[config.mk]
export PLATFORM = sky130hd
export DESIGN_NAME = gtd_fifo
export DESIGN_NICKNAME = d
export VERILOG_FILES = /design/src/rtl/core/gtd_fifo.sv
export SDC_FILE = /design/constraint.sdc
export NUM_CORES = 1
export LEC_CHECK = 0
export BUFFER_PORTS_ARGS = -buffer_cell sky130_fd_sc_hd__buf_2
export CORE_ASPECT_RATIO = 1.2
export CORE_MARGIN = 2
export CORE_UTILIZATION = 52
export CTS_CLUSTER_SIZE = 8
export DETAILED_ROUTE_END_ITERATION = 8
export PLACE_DENSITY = 0.83
export SLEW_MARGIN = 20
export SYNTH_ARGS = -nofsm -noshare
export SYNTH_HDL_FRONTEND = slang
export SYNTH_SLANG_ARGS = --single-unit
export TNS_END_PERCENT = 1
[constraint.sdc]
create_clock -name i_clk -period 2.29 [get_ports i_clk]
set_input_delay 0.1145 -clock i_clk [delete_from_list [all_inputs] [get_ports i_clk]]
set_output_delay 0.1145 -clock i_clk [all_outputs]
set_load 0.05 [all_outputs]
[src/rtl/core/gtd_fifo.sv]
// Small register queue used between the front, the back and the result port.
`timescale 1ns / 1ps
`default_nettype none

module gtd_fifo #(
    parameter int WIDTH = 8,
    parameter int DEPTH = 2
) (
    input  wire logic             i_clk,
    input  wire logic             i_rst_n,
    input  wire logic             i_push,
    input  wire logic [WIDTH-1:0] i_data,
    output logic                  o_full,
    input  wire logic             i_pop,
    output logic [WIDTH-1:0]      o_data,
    output logic                  o_empty
);

    localparam int PTR_W = (DEPTH > 1) ? $clog2(DEPTH) : 1;
    localparam int CNT_W = $clog2(DEPTH + 1);

    logic [WIDTH-1:0] r_mem [DEPTH];
    logic [PTR_W-1:0] r_wr, r_rd, n_wr, n_rd;
    logic [CNT_W-1:0] r_cnt, n_cnt;
    logic             do_push, do_pop;

    assign o_full  = (r_cnt == CNT_W'(DEPTH));
    assign o_empty = (r_cnt == '0);
    assign o_data  = r_mem[r_rd];
    assign do_push = i_push && !o_full;
    assign do_pop  = i_pop && !o_empty;

    always_comb begin
        n_wr  = r_wr;
        n_rd  = r_rd;
        n_cnt = r_cnt;
        if (do_push) begin
            n_wr = (r_wr == PTR_W'(DEPTH - 1)) ? '0 : r_wr + PTR_W'(1);
        end
        if (do_pop) begin
            n_rd = (r_rd == PTR_W'(DEPTH - 1)) ? '0 : r_rd + PTR_W'(1);
        end
        if (do_push && !do_pop) begin
            n_cnt = r_cnt + CNT_W'(1);
        end else if (do_pop && !do_push) begin
            n_cnt = r_cnt - CNT_W'(1);
        end
    end

    always_ff @(posedge i_clk) begin
        if (!i_rst_n) begin
            r_wr  <= '0;
            r_rd  <= '0;
            r_cnt <= '0;
        end else begin
            r_wr  <= n_wr;
            r_rd  <= n_rd;
            r_cnt <= n_cnt;
        end
    end

    always_ff @(posedge i_clk) begin
        if (do_push) begin
            r_mem[r_wr] <= i_data;
        end
    end

endmodule

`default_nettype wire

==> flow_summary.yaml <==
placed_design:
  dp_hpwl_um: 888
  numPortBuffers: 21
  post-place-ws_ns: 0.728
  placed_area_sq_um: 931
  gp_congestion: 0.718
  dpl.cell_count: 87
timing:
  fin_skew_ns: 0.00213
  finalWorstSetupSlack_ns: 0.723
  worst_slew_margin_rel: 0.550
  fmax_mhz: 638
  tightestPinTransition_ns: 0.672
  period_minus_slack_ns: 1.57
  rsz0062_at_grt: "false"
  tns_ns: 0
  finalSetupViolCount: 0
  drv_slew: 0
  finalCritPeriodShare: 0.684
  hold_viol_final: 0
drt:
  drt_pass1_iterations: 4
  routed_wl_um: 1160
  avgViaCountPerCell: 4.98
  vias: 468
  drtIter0Drc: 3
  drtAntennaViolNets: 0
  drc: 0
  post_drt_wl_per_cell_um: 12.3
logic_synthesis:
  ys_types: 20
  synth_edf_count: 16
  synthesis.area_sq_um: 810
  avgSynthCellArea_sq_um: 16.2
  synth_cells: 50
  synth-async-reset-ratio: 0
  syn_nets: 63
  ys_ff_latch: 21
  synth_seq_area_share: 0.717
  synth_area_leader_cell: "edfxtp_1"
  ys_warn_count: 0
  synthFlopType: "edfxtp_1"
  synth_top_area_frac: 0.594
  synth_top_cells_by_area: "edfxtp_1 59%, dfxtp_1 12%, mux2_2 11%"
global_routing:
  grt_first_pass_wirelength_um: 1730
  grt_max_degree: 12
  grt_antenna_before_repair: 0
  grt_pass1_vias: 455
  grt_overflow: 0
  track_usage: 0.144
hold_path:
  holdCritPathClass: "in -> reg"
  hold_depth: 1
  hold_path.startpoint: "i_data[4]"
  min_to: "r_mem[1][4]"
die:
  die_h_um: 47.2
  core-area_sq_um: 1450
  die_x_um: 40.0
  core.rowCount: 15
  ios: 22
  die_area_sq_um: 1890
  initial_core_util: 0.560
final_layout:
  layout.nets: 91
  drive_above_1_share: 0.442
  fin_util: 0.683
  diodes: 0
  fill_cells: 103
  final_cells: 94
  fin_area_sq_um: 987
  syn2layout_area_growth_pct: 21.9
setup_path:
  crit_type: "reg -> reg"
  cp_data_required_time_ns: 2.52
  cp_data_arrival_time_ns: 1.80
  reg2reg_from: "r_cnt[0]"
  end_kind: "flop"
  critPathLaunchType: "flop"
  r2r_slack_ns: 0.72
  reg2regPathDepth: 6
  cp_max_fo: 5
  r2r-end: "r_cnt[1]"
power_and_ir_drop:
  peakVddDrop_v: 0.000690
  p_leak_nw: 0.391
  power.density_nw_per_um2: 1240
clocking:
  cts.sinks: 21
  clk_path_buf_depth: 2
  h-tree-depth: 1
  cts_tree: "built"
  cts.repair.resized: 0
  clkTransAtPathRegs_ns: 0.10
  ctsRootBufferMaster: "clkbuf_4"
  clock_latency_ns: 0.29
  numCtsBuffers: 3
flow_run:
  maxCapViolCount: 0
outcome:
  outcome: "finished, final reports clean"
[sequential cells by signal, indices dropped and copies added, names as in the netlist, named ones only]
register	count
r_mem	16
r_wr	1
r_cnt	2
r_rd	1
[where the power goes]
part / internal, mW / switching [mW]
sequential: 0.486 / 0.0497
clock: 0.0677 / 0.100
combinational: 0.169 / 0.347
total: 0.724 / 0.496
[per-stage QoR]
stage                     hold WS [ns]  power (mW)
after CTS                      0.00126        1.23
after global placement           0.304        1.05
final                          0.00498        1.22
after global routing          0.000824        1.28
after detailed placement         0.307        1.06
after floorplan                  0.213       0.961
[placed cells by master, fill, tap and decap left out]
cell type and count:
buf_2 21, edfxtp_1 16, mux2_2 8, dfxtp_1 5, and2_1 3, clkbuf_4 3, dlygate4sd3_1 3, nor2_1 2
xnor2_1 2, nand2b_1 1, inv_2 1, inv_1 1, o21ai_1 1, and3_1 1, nor3_2 1, a21boi_0 1
o21a_1 1, xor2_1 1, o21ai_0 1, or3_1 1, a21boi_1 1, ha_1 1, clkbuf_1 1
[cell type report]
class | instances | area (sq um) | share of cell area
sequential | 21 | 581 | 0.588
multi-input combinational | 26 | 216 | 0.219
timing repair buffer | 24 | 135 | 0.137
clock buffer | 4 | 26.3 | 0.0266
tap | 17 | 21.3 | 0.0215
inverter | 2 | 7.51 | 0.00760
[routing by layer]
layer  up-vias  routed length, um  GRT usage  share of wire
li1        235                  -          -              -
met1       218                484      0.152           0.42
met2        13                602      0.245           0.52
met3         2                 58     0.0332          0.050
met4         0                 12      0.103          0.010
met5         -                  0          0              0
[synthesized netlist by cell type, types with 2 or more instances]
master / count
mux2_2: 8
and2_1: 3
edfxtp_1: 16
nor2_1: 2
dfxtp_1: 5
xnor2_1: 2
[worst max-delay path, stage by stage (launching register included)]
cell,delay (ns)
dfxtp_1,0.43
nand2b_1,0.18
inv_2,0.06
nor2_1,0.09
ha_1,0.26
or3_1,0.36
a21boi_1,0.14
[logic make-up after synthesis]
logic type | after synthesis | share of synthesized area
xor+xnor | 3 | 0.0325
simple gates | 9 | 0.0680
compound gates | 5 | 0.0402
fa+ha+maj | 1 | 0.0155
flops | 21 | 0.717
mux | 8 | 0.111
buf+inv | 3 | 0.0154
[how the worst max path moves through the flow]
stage	startpoint	end	slack, ns
2_1_floorplan	r_cnt[0]	r_cnt[1]	0.66
3_3_place_gp	r_cnt[0]	r_mem[0][1]	0.80
3_5_place_dp	r_cnt[0]	r_cnt[1]	0.73
4_1_cts	r_cnt[0]	r_cnt[1]	0.72
5_1_grt	r_cnt[0]	r_mem[0][4]	0.61
6_report	r_cnt[0]	r_cnt[1]	0.72
[timing repair]
action / CTS / global route
endpoints found under the hold margin: 6 / 0
buffers inserted: 0 / 0
hold buffers: 3 / 0
No activity file was read; power rests on OpenSTA's default activity.
