[config.mk]
export PLATFORM = sky130hd
export DESIGN_NAME = gtd_front
export DESIGN_NICKNAME = d
export VERILOG_FILES = /design/src/rtl/core/gtd_pkg.sv /design/src/rtl/core/gtd_fifo.sv /design/src/rtl/core/gtd_front.sv
export SDC_FILE = /design/constraint.sdc
export NUM_CORES = 1
export LEC_CHECK = 0
export ABC_CLOCK_PERIOD_IN_PS = 4820
export BUFFER_PORTS_ARGS = -buffer_cell sky130_fd_sc_hd__buf_2
export CAP_MARGIN = 10
export CORE_MARGIN = 5
export CORE_UTILIZATION = 40
export CTS_BUF_LIST = sky130_fd_sc_hd__clkbuf_4 sky130_fd_sc_hd__clkbuf_8 sky130_fd_sc_hd__clkbuf_16
export CTS_CLUSTER_DIAMETER = 80
export DETAILED_ROUTE_END_ITERATION = 10
export PLACE_DENSITY_LB_ADDON = 0.08
export SYNTH_ARGS = -nofsm -noshare
export SYNTH_HDL_FRONTEND = slang
export SYNTH_SLANG_ARGS = --single-unit
[constraint.sdc]
create_clock -name i_clk -period 4.82 [get_ports i_clk]
set_input_delay 0.482 -clock i_clk [delete_from_list [all_inputs] [get_ports i_clk]]
set_output_delay 0.482 -clock i_clk [all_outputs]
set_load 0.05 [all_outputs]
[src/rtl/core/gtd_pkg.sv]
// Shared types, constants and helper functions of the gang task dispatcher.
`timescale 1ns / 1ps
`default_nettype none

package gtd_pkg;

    localparam int DEF_TASK_SLOTS     = 16;
    localparam int DEF_MAX_SUBTASKS   = 32;
    localparam int DEF_MAX_PROCESSORS = 64;
    localparam int CMD_QUEUE_DEPTH    = 2;
    localparam int RES_QUEUE_DEPTH    = 2;

    localparam int PROC_W = 7;
    localparam int DUR_W  = 16;
    localparam int STAT_W = 32;

    localparam logic [1:0] ST_OK        = 2'd0;
    localparam logic [1:0] ST_RING_FULL = 2'd1;
    localparam logic [1:0] ST_TOO_MANY  = 2'd2;
    localparam logic [1:0] ST_ZERO_DUR  = 2'd3;

    typedef enum logic {
        K_LOAD = 1'b0,
        K_TICK = 1'b1
    } t_kind;

    typedef struct packed {
        logic             operation;
        logic             priority_req;
        logic [DUR_W-1:0] duration;
        logic             last_subtask;
    } t_item;

    typedef struct packed {
        logic [1:0]        status;
        logic [PROC_W-1:0] busy_processors;
        logic [5:0]        tasks_present;
        logic [5:0]        retired_count;
        logic [STAT_W-1:0] retired_resident_sum;
        logic [STAT_W-1:0] retired_service_sum;
        logic [STAT_W-1:0] max_service;
    } t_result;

    typedef struct packed {
        t_kind            kind;
        logic             pri;
        logic [DUR_W-1:0] dur;
        logic             last;
        logic             zero_dur;
    } t_cmd;

    typedef enum logic [3:0] {
        S_IDLE,
        S_LOAD,
        S_ALLOC,
        S_SLOT_CHK,
        S_SUB_RD,
        S_SUB_WR,
        S_SLOT_END,
        S_RECLAIM,
        S_FINISH
    } t_state;

    function automatic logic [STAT_W-1:0] sat_inc(input logic [STAT_W-1:0] a);
        return (a == {STAT_W{1'b1}}) ? a : a + STAT_W'(1);
    endfunction

    function automatic logic [STAT_W-1:0] sat_add(input logic [STAT_W-1:0] a,
                                                  input logic [STAT_W-1:0] b);
        logic [STAT_W:0] s;
        s = {1'b0, a} + {1'b0, b};
        return s[STAT_W] ? {STAT_W{1'b1}} : s[STAT_W-1:0];
    endfunction

endpackage

`default_nettype wire

[src/rtl/core/gtd_fifo.sv]
// Small register queue used between the front, the back and the result port.
`timescale 1ns / 1ps
`default_nettype none

module gtd_fifo #(
    parameter int WIDTH = 8,
    parameter int DEPTH = 2
) (
    input  wire logic             i_clk,
    input  wire logic             i_rst_n,
    input  wire logic             i_push,
    input  wire logic [WIDTH-1:0] i_data,
    output logic                  o_full,
    input  wire logic             i_pop,
    output logic [WIDTH-1:0]      o_data,
    output logic                  o_empty
);

    localparam int PTR_W = (DEPTH > 1) ? $clog2(DEPTH) : 1;
    localparam int CNT_W = $clog2(DEPTH + 1);

    logic [WIDTH-1:0] r_mem [DEPTH];
    logic [PTR_W-1:0] r_wr, r_rd, n_wr, n_rd;
    logic [CNT_W-1:0] r_cnt, n_cnt;
    logic             do_push, do_pop;

    assign o_full  = (r_cnt == CNT_W'(DEPTH));
    assign o_empty = (r_cnt == '0);
    assign o_data  = r_mem[r_rd];
    assign do_push = i_push && !o_full;
    assign do_pop  = i_pop && !o_empty;

    always_comb begin
        n_wr  = r_wr;
        n_rd  = r_rd;
        n_cnt = r_cnt;
        if (do_push) begin
            n_wr = (r_wr == PTR_W'(DEPTH - 1)) ? '0 : r_wr + PTR_W'(1);
        end
        if (do_pop) begin
            n_rd = (r_rd == PTR_W'(DEPTH - 1)) ? '0 : r_rd + PTR_W'(1);
        end
        if (do_push && !do_pop) begin
            n_cnt = r_cnt + CNT_W'(1);
        end else if (do_pop && !do_push) begin
            n_cnt = r_cnt - CNT_W'(1);
        end
    end

    always_ff @(posedge i_clk) begin
        if (!i_rst_n) begin
            r_wr  <= '0;
            r_rd  <= '0;
            r_cnt <= '0;
        end else begin
            r_wr  <= n_wr;
            r_rd  <= n_rd;
            r_cnt <= n_cnt;
        end
    end

    always_ff @(posedge i_clk) begin
        if (do_push) begin
            r_mem[r_wr] <= i_data;
        end
    end

endmodule

`default_nettype wire

[src/rtl/core/gtd_front.sv]
// Front end: takes input words, classifies them and queues commands for the back end.
`timescale 1ns / 1ps
`default_nettype none

module gtd_front
    import gtd_pkg::*;
(
    input  wire logic  i_clk,
    input  wire logic  i_rst_n,
    input  wire logic  i_push,
    input  wire t_item i_item,
    output logic       o_full,
    input  wire logic  i_cmd_pop,
    output t_cmd       o_cmd,
    output logic       o_cmd_empty
);

    t_cmd                   cmd_in;
    logic [$bits(t_cmd)-1:0] cmd_bits;

    always_comb begin
        cmd_in.kind     = i_item.operation ? K_TICK : K_LOAD;
        cmd_in.pri      = i_item.priority_req;
        cmd_in.dur      = i_item.duration;
        cmd_in.last     = i_item.last_subtask;
        // Zero duration is flagged here so the back end only checks one bit.
        cmd_in.zero_dur = (i_item.duration == '0);
    end

    gtd_fifo #(
        .WIDTH ($bits(t_cmd)),
        .DEPTH (CMD_QUEUE_DEPTH)
    ) u_cmd_q (
        .i_clk   (i_clk),
        .i_rst_n (i_rst_n),
        .i_push  (i_push),
        .i_data  (cmd_in),
        .o_full  (o_full),
        .i_pop   (i_cmd_pop),
        .o_data  (cmd_bits),
        .o_empty (o_cmd_empty)
    );

    assign o_cmd = t_cmd'(cmd_bits);

endmodule

`default_nettype wire

==> results.py <==
metrics = {
    "routing": {
        "num_vias": 926,
        "ant_nets": 0,
        "via_per_inst": 4.82,
        "drtIter0Drc": 30,
        "drt-total-wl_mm": 2.83,
        "post_drt_wl_per_cell_um": 14.8,
        "first_pass_iters": 4,
        "drc": 0,
    },
    "die": {
        "die_x_um": 75.3,
        "die_area_um2": 5670,
        "die_y_um": 75.3,
        "rows": 23,
        "start_util": 0.420,
        "io_pins": 45,
        "design.core.area_um2": 4060,
    },
    "global_route": {
        "grt.busiest_layer": "met2",
        "gr-usage-met3": 0.0494,
        "first_global_vias": 961,
        "grt_pass1_wl_mm": 4.49,
        "grt_overflow_total": 0,
        "grt_use_met1": 0.135,
        "grt_max_degree": 22,
        "use_met2": 0.176,
        "track_usage": 0.112,
        "antenna_found_initial": 0,
    },
    "placed_design": {
        "io_buffers": 44,
        "dpl.hpwl_mm": 2.02,
        "routabilityCongestion": 0.727,
    },
    "worst_setup_path": {
        "slowest_stage": "dfxtp_1",
        "r2r_setup_slack_ns": 2.99,
        "path_max_fanout": 20,
        "endpoint": "o_cmd[0]",
        "crit_family": "flip-flops",
        "cp-start-kind": "flip-flop",
        "r2r-end": "u_cmd_q.r_mem[0][8]",
        "max_stage_delay_ns": 0.89,
        "crit_cells": 2,
        "worstSetupPathType": "reg -> out",
        "cp_cell_sequence": "mux2_2 -> buf_2",
        "path_buf_inv": 1,
        "critPathRequiredTime_ns": 4.34,
        "regToRegStartpoint": "u_cmd_q.r_cnt[0]",
        "worstSetupEndpointType": "primary output",
        "cp_data_arrival_time_ns": 1.83,
        "reg2reg_depth": 3,
    },
    "layout": {
        "final_nets": 165,
        "antenna_cells": 0,
        "fin_util": 0.512,
        "layout-drive-gt1-share": 0.521,
        "area_growth_pct": 21.9,
    },
    "power": {
        "p_int_uw": 737,
        "powerDensity_nw_per_um2": 592,
        "p_sw_frac": 0.401,
        "clockPowerShare": 0.189,
        "leakagePower_uw": 0.000775,
        "seq_power_share": 0.435,
        "p_sw_uw": 494,
        "combPwrFrac": 0.376,
        "vdd_drop_max_uv": 288,
    },
    "synth": {
        "ys_types": 22,
        "ys_async_sr_fraction": 0,
        "ys.flop_type": "edfxtp_1",
        "synth-seq-cells": 45,
        "yosysSeqAreaShare": 0.764,
        "synthCells": 92,
        "synth_nets": 116,
        "syn_area_um2": 1700,
        "avgSynthCellArea_um2": 18.5,
        "synth-edff-count": 40,
        "yosysWarnings": 0,
    },
    "clock_network": {
        "ctsRootBufferMaster": "clkbuf_8",
        "ctsHtreeMaxLevel": 2,
        "post_cts_resized": 0,
        "clk_latency_ns": 0.30,
        "path_clk_slew_ns": 0.08,
        "postCtsHoldBufs": 0,
        "cts_tree": "built",
        "cts_buffer_depth": 2,
        "clock_sinks": 45,
        "post-cts-setup-buffers": 0,
        "cts_inserted_buffers": 5,
    },
    "outcome": {
        "status": "finished, final reports clean",
    },
    "sta": {
        "fin_setup_tns_ns": 0,
        "period_share": 0.479,
        "tightest_slew_ns": 1.04,
        "rsz0062_at_grt": "no",
        "fin_crit_ns": 2.31,
        "drv_slew": 0,
        "max_freq_mhz": 433,
        "setup_viol": 0,
        "max_slew_margin": 0.304,
        "skew_ns": 0.00809,
        "hold_viol": 0,
    },
    "hold_path": {
        "min_from": "i_item[17]",
        "min_path_type": "in -> reg",
    },
    "job": {
        "maxCapViolCount": 0,
    },
}
[logic make-up (layout without fill, tap and decap cells)]
logic type	count (synthesis)	count (layout)	synth area share
flops	45	45	0.764
simple gates	14	14	0.0521
mux	20	20	0.132
fa+ha+maj	1	1	0.00734
compound gates	5	5	0.0191
buf+inv	4	54	0.0103
xor+xnor	3	3	0.0154
[state kept, by name (all words and copies together) (netlist names), named ones only]
| register | count |
|---|---|
| u_cmd_q.r_wr | 1 |
| u_cmd_q.r_mem | 40 |
| u_cmd_q.r_cnt | 2 |
| u_cmd_q.r_rd | 1 |
[final cells by class]
class,count,area (µm²)
clock buffer,5,68.8
clock inverter,3,25.0
fill,370,1980
inverter,2,7.51
multi-input combinational,43,392
sequential,45,1300
tap,50,62.6
timing repair buffer,44,220
[per-stage QoR]
stage | std cells | instance area (µm²) | hold slack [ns] | setup slack, ns | power, µW
4_1_cts | 192 | 2080 | 0.361 | 2.44 | 1250
2_1_floorplan | 92 | 1700 | 0.483 | 2.88 | 910
3_5_place_dp | 184 | 1980 | 0.512 | 2.77 | 1020
5_1_grt | 192 | 2080 | 0.353 | 2.38 | 1300
6_report | 192 | 2080 | 0.372 | 2.51 | 1230
3_3_place_gp | 184 | 1980 | 0.504 | 2.76 | 1010
[how the worst min path moves through the flow]
stage                            to  slack, ns  cells past startpoint
2_1_floorplan      u_cmd_q.r_cnt[1]       0.48                      2
3_5_place_dp       u_cmd_q.r_cnt[1]       0.51                      2
4_1_cts        u_cmd_q.r_mem[1][18]       0.36                      1
5_1_grt        u_cmd_q.r_mem[1][18]       0.35                      1
3_3_place_gp       u_cmd_q.r_cnt[1]       0.50                      2
6_report       u_cmd_q.r_mem[1][18]       0.37                      1
[cell usage after synthesis (all sizes together), types with 2 or more instances]
master,instances,area share
nor2,2,0.0044
edfxtp,40,0.70
dfxtp,5,0.059
inv,2,0.0044
buf,2,0.0059
o21ai,2,0.0059
nor4,4,0.015
xnor2,2,0.010
and2,3,0.011
mux2,20,0.13
a21boi,2,0.0088
[cells in the final DEF (no fill, tap or decap), drive strengths merged]
| cell type | instances |
|---|---|
| and2 | 3 |
| nor4 | 4 |
| inv | 3 |
| ha | 1 |
| nand2b | 1 |
| edfxtp | 40 |
| xnor2 | 2 |
| and4 | 1 |
| buf | 44 |
| or3 | 1 |
| o21a | 1 |
| o21ai | 2 |
| dfxtp | 5 |
| and3 | 1 |
| xor2 | 1 |
| clkbuf | 5 |
| clkinv | 1 |
| nor3 | 1 |
| nor2 | 2 |
| a21boi | 2 |
| mux2 | 20 |
| clkinvlp | 1 |
[power by group through the flow]
stage	Sequential (µW)	Combinational (µW)	Clock, µW
2_1_floorplan	517	393	0
3_3_place_gp	546	464	0
3_5_place_dp	547	469	0
4_1_cts	538	470	243
5_1_grt	544	494	263
6_report	535	463	233
[per-layer routing]
layer  wire, µm  vias to the layer above  share of wire
met1       1150                      432           0.40
met3        248                        6          0.088
met2       1390                       33           0.49
met4         50                        0          0.018
met5          0                        -              0
li1           -                      455              -
No activity file was read; power rests on OpenSTA's default activity.
